$ cat config.mk
export PLATFORM = sky130hd
export DESIGN_NAME = integer_array_sorter_unit
export DESIGN_NICKNAME = d
export VERILOG_FILES = /design/src/ias_pkg.sv /design/src/integer_array_sorter_unit.sv /design/src/ias_cmp.sv /design/src/ias_store.sv /design/src/ias_seq.sv
export SDC_FILE = /design/constraint.sdc
export NUM_CORES = 2
export LEC_CHECK = 0
export ABC_AREA = 1
export BUFFER_PORTS_ARGS = -buffer_cell sky130_fd_sc_hd__buf_2
export CORE_UTILIZATION = 44
export DETAILED_ROUTE_END_ITERATION = 8
export PLACE_DENSITY = 0.66
export SYNTH_ARGS = -nofsm -noshare
export SYNTH_HDL_FRONTEND = slang
export SYNTH_SLANG_ARGS = --single-unit
$ cat constraint.sdc
create_clock -name clock -period 6.3 [get_ports clock]
set_clock_uncertainty 0.05 [all_clocks]
set_input_delay 0.315 -clock clock [delete_from_list [all_inputs] [get_ports clock]]
set_output_delay 0.315 -clock clock [all_outputs]
set_load 0.01 [all_outputs]
$ cat src/ias_pkg.sv
// Package for the integer array sorter: data width, default capacity and sequencer state codes.
// No dependencies; imported by every module of the block.
`timescale 1ns / 1ps

package ias_pkg;

   localparam int DATA_W           = 32;
   localparam int CAPACITY_DEFAULT = 64;

   localparam logic [1:0] ST_IDLE = 2'd0;
   localparam logic [1:0] ST_INS  = 2'd1;
   localparam logic [1:0] ST_CMP  = 2'd2;
   localparam logic [1:0] ST_EMIT = 2'd3;

endpackage

$ cat src/integer_array_sorter_unit.sv
// Top level of the integer array sorter: sequencer, entry store, compare unit.
// Depends on ias_pkg, ias_cmp, ias_store, ias_seq.
`timescale 1ns / 1ps
//
// Usage:
//  - Input: a transfer happens on a rising edge with start high and busy low.
//    req_value is a signed 32-bit integer; req_last_in marks the final item
//    of a set. Up to CAPACITY items are held; later ones of the same set are
//    dropped and every result of that set then carries rsp_overflow.
//  - Each stored item is placed in order on arrival: the entries above it
//    move up one place per compare, each compare a registered memory read,
//    then compare and write. After the transfer busy stays high while the
//    item is placed: one compare for each held entry greater than the item,
//    and one more unless it lands at the bottom. A dropped item that is not
//    last leaves busy low.
//  - After the last item of a set, the n entries stream out smallest first,
//    one per cycle on rsp_strobe; rsp_last_out marks the largest. busy drops
//    as the last result shows, so the next set may start in that cycle.
//  - Results are shown for one cycle only; the receiver cannot stall them.
//  - Synchronous reset empties the set and clears the overflow flag; the
//    store contents are not cleared, none is read before it is written.
//
module integer_array_sorter_unit
   import ias_pkg::*;
#(
   parameter int CAPACITY = CAPACITY_DEFAULT
) (
   input  logic                     clock,
   input  logic                     reset,
   input  logic                     start,
   output logic                     busy,
   input  logic signed [DATA_W-1:0] req_value,
   input  logic                     req_last_in,
   output logic                     rsp_strobe,
   output logic signed [DATA_W-1:0] rsp_sorted_value,
   output logic                     rsp_last_out,
   output logic                     rsp_overflow
);

   localparam int ADDR_W = $clog2(CAPACITY);
   localparam int CNT_W  = $clog2(CAPACITY + 1);

   logic [DATA_W-1:0] cmp_a;
   logic [DATA_W-1:0] cmp_b;
   logic              cmp_lt;
   logic              mem_we;
   logic [ADDR_W-1:0] mem_waddr;
   logic [DATA_W-1:0] mem_wdata;
   logic [ADDR_W-1:0] mem_raddr;
   logic [DATA_W-1:0] mem_rdata;

   // control: insertion shifts and ordered readout
   ias_seq #(
      .CAPACITY (CAPACITY),
      .ADDR_W   (ADDR_W),
      .CNT_W    (CNT_W)
   ) u_seq (
      .clock        (clock),
      .reset        (reset),
      .start        (start),
      .busy         (busy),
      .req_value    (req_value),
      .req_last_in  (req_last_in),
      .cmp_a        (cmp_a),
      .cmp_b        (cmp_b),
      .cmp_lt       (cmp_lt),
      .mem_we       (mem_we),
      .mem_waddr    (mem_waddr),
      .mem_wdata    (mem_wdata),
      .mem_raddr    (mem_raddr),
      .mem_rdata    (mem_rdata),
      .rsp_strobe   (rsp_strobe),
      .rsp_last_out (rsp_last_out),
      .rsp_overflow (rsp_overflow)
   );

   // the one comparator, used once per shift step
   ias_cmp u_cmp (
      .cmp_a  (cmp_a),
      .cmp_b  (cmp_b),
      .cmp_lt (cmp_lt)
   );

   // entries kept sorted; read data doubles as the result register
   ias_store #(
      .CAPACITY (CAPACITY),
      .ADDR_W   (ADDR_W)
   ) u_store (
      .clock     (clock),
      .mem_we    (mem_we),
      .mem_waddr (mem_waddr),
      .mem_wdata (mem_wdata),
      .mem_raddr (mem_raddr),
      .mem_rdata (mem_rdata)
   );

   assign rsp_sorted_value = mem_rdata;

endmodule

$ cat src/ias_cmp.sv
// Shared signed compare unit of the sorter.
// Depends on ias_pkg.
`timescale 1ns / 1ps

module ias_cmp
   import ias_pkg::*;
(
   input  logic [DATA_W-1:0] cmp_a,
   input  logic [DATA_W-1:0] cmp_b,
   output logic              cmp_lt
);

   // two's complement less-than
   assign cmp_lt = $signed(cmp_a) < $signed(cmp_b);

endmodule

$ cat src/ias_store.sv
// Entry store of the sorter: one write port, one read port, registered read data.
// Depends on ias_pkg.
`timescale 1ns / 1ps

module ias_store
   import ias_pkg::*;
#(
   parameter int CAPACITY = CAPACITY_DEFAULT,
   parameter int ADDR_W   = $clog2(CAPACITY)
) (
   input  logic              clock,
   input  logic              mem_we,
   input  logic [ADDR_W-1:0] mem_waddr,
   input  logic [DATA_W-1:0] mem_wdata,
   input  logic [ADDR_W-1:0] mem_raddr,
   output logic [DATA_W-1:0] mem_rdata
);

   logic [DATA_W-1:0] mem_ff [CAPACITY];
   logic [DATA_W-1:0] rdata_ff;

   always_ff @(posedge clock) begin
      if (mem_we) begin
         mem_ff[mem_waddr] <= mem_wdata;
      end
   end

   always_ff @(posedge clock) begin
      rdata_ff <= mem_ff[mem_raddr];
   end

   assign mem_rdata = rdata_ff;

endmodule

$ cat src/ias_seq.sv
// Sequencer of the sorter: insertion of each item by shifting, then ordered readout.
// Depends on ias_pkg; drives ias_store and ias_cmp.
`timescale 1ns / 1ps

module ias_seq
   import ias_pkg::*;
#(
   parameter int CAPACITY = CAPACITY_DEFAULT,
   parameter int ADDR_W   = $clog2(CAPACITY),
   parameter int CNT_W    = $clog2(CAPACITY + 1)
) (
   input  logic              clock,
   input  logic              reset,
   input  logic              start,
   output logic              busy,
   input  logic [DATA_W-1:0] req_value,
   input  logic              req_last_in,
   output logic [DATA_W-1:0] cmp_a,
   output logic [DATA_W-1:0] cmp_b,
   input  logic              cmp_lt,
   output logic              mem_we,
   output logic [ADDR_W-1:0] mem_waddr,
   output logic [DATA_W-1:0] mem_wdata,
   output logic [ADDR_W-1:0] mem_raddr,
   input  logic [DATA_W-1:0] mem_rdata,
   output logic              rsp_strobe,
   output logic              rsp_last_out,
   output logic              rsp_overflow
);

   logic [1:0]        state_ff,   state_in;
   logic [CNT_W-1:0]  count_ff,   count_in;
   logic              dropped_ff, dropped_in;
   logic              last_ff,    last_in;
   logic [DATA_W-1:0] key_ff,     key_in;
   logic [CNT_W-1:0]  pos_ff,     pos_in;
   logic [CNT_W-1:0]  emit_ff,    emit_in;
   logic              strobe_ff,  strobe_in;
   logic              lastp_ff,   lastp_in;
   logic              ovf_ff,     ovf_in;

   logic [CNT_W-1:0]  pos_m1;
   logic [CNT_W-1:0]  count_m1;
   logic              full;

   assign pos_m1   = pos_ff - 1'b1;
   assign count_m1 = count_ff - 1'b1;
   assign full     = (count_ff == CNT_W'(CAPACITY));

   assign cmp_a = key_ff;
   assign cmp_b = mem_rdata;

   always_comb begin
      state_in   = state_ff;
      count_in   = count_ff;
      dropped_in = dropped_ff;
      last_in    = last_ff;
      key_in     = key_ff;
      pos_in     = pos_ff;
      emit_in    = emit_ff;
      strobe_in  = 1'b0;
      lastp_in   = 1'b0;
      ovf_in     = dropped_ff;
      mem_we     = 1'b0;
      mem_waddr  = pos_ff[ADDR_W-1:0];
      mem_wdata  = key_ff;
      mem_raddr  = pos_m1[ADDR_W-1:0];

      unique case (state_ff)
         ST_IDLE: begin
            if (start) begin
               if (!full) begin
                  key_in   = req_value;
                  pos_in   = count_ff;
                  count_in = count_ff + 1'b1;
                  last_in  = req_last_in;
                  state_in = ST_INS;
               end else begin
                  dropped_in = 1'b1;
                  if (req_last_in) begin
                     emit_in  = '0;
                     state_in = ST_EMIT;
                  end
               end
            end
         end
         ST_INS: begin
            if (pos_ff == '0) begin
               mem_we = 1'b1;
               if (last_ff) begin
                  emit_in  = '0;
                  state_in = ST_EMIT;
               end else begin
                  state_in = ST_IDLE;
               end
            end else begin
               // fetch the neighbor below the hole
               state_in = ST_CMP;
            end
         end
         ST_CMP: begin
            mem_we = 1'b1;
            if (cmp_lt) begin
               // neighbor moves up one place, hole moves down
               mem_wdata = mem_rdata;
               pos_in    = pos_m1;
               state_in  = ST_INS;
            end else if (last_ff) begin
               emit_in  = '0;
               state_in = ST_EMIT;
            end else begin
               state_in = ST_IDLE;
            end
         end
         ST_EMIT: begin
            mem_raddr = emit_ff[ADDR_W-1:0];
            strobe_in = 1'b1;
            lastp_in  = (emit_ff == count_m1);
            emit_in   = emit_ff + 1'b1;
            if (emit_ff == count_m1) begin
               count_in   = '0;
               dropped_in = 1'b0;
               state_in   = ST_IDLE;
            end
         end
         default: begin
            state_in = ST_IDLE;
         end
      endcase
   end

   always_ff @(posedge clock) begin
      if (reset) begin
         state_ff   <= ST_IDLE;
         count_ff   <= '0;
         dropped_ff <= 1'b0;
         last_ff    <= 1'b0;
         strobe_ff  <= 1'b0;
         lastp_ff   <= 1'b0;
         ovf_ff     <= 1'b0;
         pos_ff     <= '0;
         emit_ff    <= '0;
      end else begin
         state_ff   <= state_in;
         count_ff   <= count_in;
         dropped_ff <= dropped_in;
         last_ff    <= last_in;
         strobe_ff  <= strobe_in;
         lastp_ff   <= lastp_in;
         ovf_ff     <= ovf_in;
         pos_ff     <= pos_in;
         emit_ff    <= emit_in;
      end
   end

   always_ff @(posedge clock) begin
      key_ff <= key_in;
   end

   assign busy         = (state_ff != ST_IDLE);
   assign rsp_strobe   = strobe_ff;
   assign rsp_last_out = lastp_ff;
   assign rsp_overflow = ovf_ff;

`ifndef SYNTH
   a_count_bound: assert property (@(posedge clock) disable iff (reset)
      count_ff <= CNT_W'(CAPACITY))
      else $error("entry count above capacity");

   a_strobe_from_emit: assert property (@(posedge clock) disable iff (reset)
      strobe_ff |-> $past(state_ff) == ST_EMIT)
      else $error("result strobe without readout");

   a_emit_nonempty: assert property (@(posedge clock) disable iff (reset)
      state_ff == ST_EMIT |-> count_ff != '0)
      else $error("readout of an empty set");

   a_cmp_hole: assert property (@(posedge clock) disable iff (reset)
      state_ff == ST_CMP |-> pos_ff != '0)
      else $error("compare with no neighbor below");

   a_last_clears: assert property (@(posedge clock) disable iff (reset)
      lastp_ff |-> count_ff == '0 && !dropped_ff && state_ff == ST_IDLE)
      else $error("set not cleared after final result");
`endif

endmodule
* Yosys cells after proc, flatten, opt, wreduce, memory -nomap -nowiden *
Memory sizes are Yosys's and may differ from the RTL's. A register that Yosys moved wholly into a read port is not among the register bits.
Cells that the tools add are included.

word-level totals
  register bits after elaboration = 60
  RAM bits = 2048
  memories kept = 1

memories
  memory          depth  width  rd ports  clocked after memory_dff  write ports  RTL line         text
  u_store.mem_ff  64     32     1         1                         1            ias_store.sv:19  logic [DATA_W-1:0] mem_ff [CAPACITY];

operators by class
  $add $sub $neg = 4
  order comparisons = 1
  equality and inequality tests = 14
  mux-type cells = 35
  bitwise logic cells = 2
  reductions and logical operators = 12

operator list
  cell                   count
  $mux W7                12
  $mux W32               2
  $lt A32 B32 Y1         1
  $pmux W7 S2            2
  $pmux W7 S4            1
  $add A7 B1 Y7 const B  2
  $mux W2                7
  $sub A7 B1 Y7 const B  2
  $reduce_and A4 Y1      3
  $ne A2 B2 Y1 const B   5
  $pmux W2 S4            1
  $eq A7 B7 Y1           1
  $eq A7 B7 Y1 const B   1
  $logic_not A7 Y1       1
  $mux W1                7
  $mux W6                1
  $ne A2 B1 Y1 const B   3
  $reduce_and A3 Y1      2
  $reduce_bool A2 Y1     3
  $reduce_and A5 Y1      1
  $eq A2 B2 Y1 const B   2
  $pmux W1 S2            2
  $ne A3 B3 Y1 const B   1
  $eq A2 B1 Y1 const B   1
  3 further kinds        4

* Depth between registers and ports, before layout *
  word-level depth = 5
  mapped depth = 18
  mapped depth without buffers = 18

* Hierarchy *
From an unflattened synthesis, not the netlist that was laid out.

second synthesis, totals
  cell total of the unflattened synthesis = 7401
  area total of the unflattened synthesis = 87228.7 um2

by module, submodules not included
  module     instances  cells an instance  area each (um2)  sequential area each (um2)
  ias_store  1          6769               82738.1          62139.6
  ias_seq    1          497                3652.3           1521.5
  ias_cmp    1          135                838.3            0.0

* Worst setup path after synthesis *
OpenSTA, ideal clock, no wires.

  path type = reg-to-reg
  start = register u_store.rdata_ff[21] (netlist: u_store.mem_rdata[21]) (read register of u_store.mem_ff)
  end = memory u_store.mem_ff[0][1], data pin
  library setup time = 702 ps
  arrival time = 4346 ps
  required time = 5548 ps
  setup slack = 1202 ps
  cell stages (with the launch flop) = 13
  period minus slack after synthesis = 5098 ps
  path through = dfxtp_1 -> inv_1 -> ha_1 -> a21oi_1 -> nor2_1 -> nor2_1 -> nand3_1 -> a21oi_1 -> nand2_1 -> nand2_1 -> nand3_1 -> clkbuf_1 -> o21ai_0

on the way
  longest elaborated chain between the ends = 3

RTL lines
  what              RTL line                         text
  from (decl)       ias_store.sv:20                  logic [DATA_W-1:0] rdata_ff;
  $lt A32 B32 Y1    ias_cmp.sv:14                    assign cmp_lt = $signed(cmp_a) < $signed(cmp_b);
  $mux W32          ias_seq.sv:103                   if (cmp_lt) begin
  $mux W32          ias_seq.sv:69                    unique case (state_ff)
  via mem_wdata[1]  integer_array_sorter_unit.sv:48  logic [DATA_W-1:0] mem_wdata;
  to (decl)         ias_store.sv:19

The timed path passes the listed nets, and every way through them passes these cells.

* Worst setup path in the final report *
  start = register u_store.rdata_ff[3] (netlist: u_store.mem_rdata[3]) (read register of u_store.mem_ff)
  end = memory u_store.mem_ff[0][21], data pin

The elaborated chain is that of the path after synthesis.

==> flow_summary_export.csv <==
group,metric,value,unit
run_status,status,"finished clean",
clocking,numCtsBuffers,206,
pwr,internal_power,0.0291,W
pwr,power_switching,0.0192,W
final_layout,area_growth,13.0,%
routing,drc_errors,0,
setup_path,cp_max_fo,34,
min_path,holdPathStages,6,
setup_path,cp_data_required_time,6.87,ns
job,max_cap_viol_count,0,
place,dpl_cell_area,88900,um^2
final_layout,layout_commonest_cell,"edfxtp_1",
pwr,power_frac_seq,35.7,%
die,die_y,441,um
sta,fmax,194,MHz
synth,synthesis.area,84900,um^2
clocking,clockBufferDepth,3,
routing,vias,55900,
sta,grt_setup_unrepaired,"false",
clocking,cts_resized,0,
setup_path,startpoint_type,"register",
place,port_buffers,71,
global_route,grt_overflow_total,0,
global_route,grt_pass1_vias,52500,
pwr,power_density,504,nW/um^2
clocking,post_cts_buffers,0,
place,place_congestion,0.853,
synth,synth_cells,6422,
global_route,antenna_found_initial,6,
sta,slew_viol_final,0,
pwr,switching_share,39.8,%
die,die-area,195000,um^2
setup_path,endpoint_kind,"register",
die,initial_utilization,44.5,%
pwr,p_total,0.0484,W
routing,drt_iter0_drc,7634,
clocking,cts_tree,"yes",
routing,drt_pass1_iterations,6,
die,io_pins,72,
setup_path,crit_top_cell,"nand2_1",
die,core_area,191000,um^2
setup_path,crit_chain,"inv_1 > ha_1 > a21oi_1 > nand2_1 > nand2_1 > nand2_1 > nand2_1 > nand2_1 > nand2_1 > nand2_1 > nand2_1 > nand3_4 > buf_4 > o21ai_4 > buf_4",
sta,worstMarginPinSlew,1.30,ns
pwr,leakagePower,30.6,nW
sta,finalHoldViolCount,0,
die,die_w,441,um
synth,synth_fp_nets,6498,
global_route,grt_start_max_net_pins,149,
final_layout,final_cell_mix,"2080 x edfxtp_1, 1121 x nor2_1, 1005 x o21ai_0",
setup_path,crit_path_top_delay_cell,"o21ai_4",
clocking,htreeDepth,4,
setup_path,arrival,5.74,ns
sta,setup_viol,0,
sta,fin_crit,5.17,ns
clocking,clk_latency,0.86,ns
clocking,clock-root-buffer,"clkbuf_16",
synth,synth-seq-cells,2140,
sta,fin_tns_setup,0,ns
setup_path,ff2ff_path_depth,15,
global_route,track_usage,24.6,%
pwr,peakVddDrop,0.000850,V
pwr,p_comb_share,38.9,%
pwr,power.share.clock,25.4,%
min_path,min_path_type,"in2reg",
routing,routedWlPerCell,26.6,um
setup_path,worstSetupPathType,"reg2reg",
clocking,post_cts_hold_buffer_count,34,
global_route,grt_pass1_wl,354000,um
final_layout,finish.instance_area,95900,um^2
synth,ys_seq_area_share,75.0,%
synth,ys_warn_count,0,
clocking,clock_sinks,2140,
place,dp_hpwl,130000,um
synth,synth.avg_cell_area,13.2,um^2
synth,synth_cell_types,39,
die,rows,160,
clocking,clk_pin_slew_worst_paths,0.06,ns
routing,ant_nets,0,
routing,wl,244000,um
final_layout,drive_above_1_share,10.0,%
setup_path,cpPeakStageDelay,0.87,ns
setup_path,rrSetupSlack,1.13,ns
sta,slew_headroom,13.2,%
final_layout,final_nets,6535,
routing,routed_via_density,6.11,
sta,period_share,82.0,%
state kept, by name (all words and copies together) (netlist names):
register / cells
u_seq.cmp_a: 32
u_seq.count_ff: 7
u_seq.dropped_ff: 1
u_seq.emit_ff: 7
u_seq.last_ff: 1
u_seq.pos_ff: 7
u_seq.rsp_last_out: 1
u_seq.rsp_overflow: 1
u_seq.rsp_strobe: 1
u_seq.state_ff: 2
u_store.mem_ff: 2048
u_store.mem_rdata: 32
Yosys cell counts, drive strengths merged:
library cell | n | area, um^2
xor2 | 13 | 114
a21oi | 34 | 170
mux2i | 2 | 20.0
clkbuf | 266 | 1010
o22ai | 476 | 2980
o221ai | 36 | 315
inv | 92 | 348
o21bai | 174 | 1310
nand4 | 7 | 43.8
o21ai | 1310 | 6580
o21a | 1 | 7.51
nand3 | 198 | 991
o211ai | 70 | 526
nand3b | 3 | 22.5
ha | 40 | 500
nand2 | 161 | 622
nor4 | 3 | 18.8
buf | 194 | 1080
edfxtp | 2080 | 62500
dfxtp | 60 | 1200
a31oi | 1 | 6.26
nor2 | 1187 | 4460
clkinv | 2 | 7.51
nor3 | 5 | 30.0
xnor2 | 6 | 52.6
or2 | 1 | 6.26
routing by layer:
layer	share of wire, %	global-route usage (%)	wire, um	vias up
li1	-	-	-	24200
met1	40	34.7	97500	28000
met2	46	38.3	112000	3300
met3	11	5.14	26800	436
met4	2.9	7.41	7030	6
met5	0.016	0	40	-
worst max-delay path: cells and delay by family (launching register included):
kind | cells | cell delay [ns]
adders and majority gates | 1 | 0.37
buffers and inverters | 3 | 1.18
AOI/OAI and AO/OA | 2 | 1.03
and+or+nand+nor | 9 | 1.62
DFF | 1 | 0.64
cells by family (layout without fill, tap and decap cells):
group | Yosys count | in the layout | synth area share, %
flops | 2140 | 2140 | 75.0
compound gates | 2102 | 2102 | 14.0
simple gates | 1565 | 1565 | 7.30
buf+inv | 554 | 768 | 2.88
fa+ha+maj | 40 | 40 | 0.590
xor+xnor | 19 | 19 | 0.196
mux | 2 | 2 | 0.0236
other cells | 0 | 1 | 0
final timing paths:
| check | start | end |
|---|---|---|
| worst max-delay path | u_store.mem_rdata[3]$_DFF_P_ | u_store.mem_ff[0][21]$_DFFE_PP_ |
| worst min-delay path | start | u_seq.state_ff[0]$_SDFFE_PP0P_ |
| worst max register to register | u_store.mem_rdata[3]$_DFF_P_ | u_store.mem_ff[0][21]$_DFFE_PP_ |
| worst min register to register | u_seq.dropped_ff$_SDFFE_PP0P_ | u_seq.rsp_overflow$_SDFF_PP0_ |
stage by stage:
| stage | instances | worst slack [ns] | util, % | hold slack, ns |
|---|---|---|---|---|
| 3_3_place_gp | 8728 | 1.26 | 46.6 | 0.400 |
| 2_1_floorplan | 6422 | 1.20 | - | 0.350 |
| 6_report | 9148 | 1.13 | 50.3 | 0.0952 |
| 4_1_cts | 9147 | 1.18 | 50.3 | 0.0362 |
| 5_1_grt | 9147 | 0.930 | 50.3 | 0.111 |
| 3_5_place_dp | 8728 | 1.22 | 46.6 | 0.392 |
power groups by stage:
stage	Clock (W)	Sequential [W]	Combinational, W
6_report	0.0123	0.0173	0.0188
5_1_grt	0.0129	0.0173	0.0202
4_1_cts	0.0123	0.0173	0.0184
3_5_place_dp	0	0.0176	0.0183
3_3_place_gp	0	0.0176	0.0181
2_1_floorplan	0	0.0176	0.0113
layout make-up:
cell class / count / area (um^2)
Tap cell: 2511 / 3140
Multi-Input combinational cell: 3728 / 19700
Fill cell: 15800 / 94800
Clock inverter: 113 / 1090
Antenna cell: 1 / 2.50
Sequential cell: 2140 / 63700
Clock buffer: 272 / 5590
Timing Repair Buffer: 289 / 2400
Inverter: 94 / 390
Note: power is estimated with default switching activity, not from simulation.
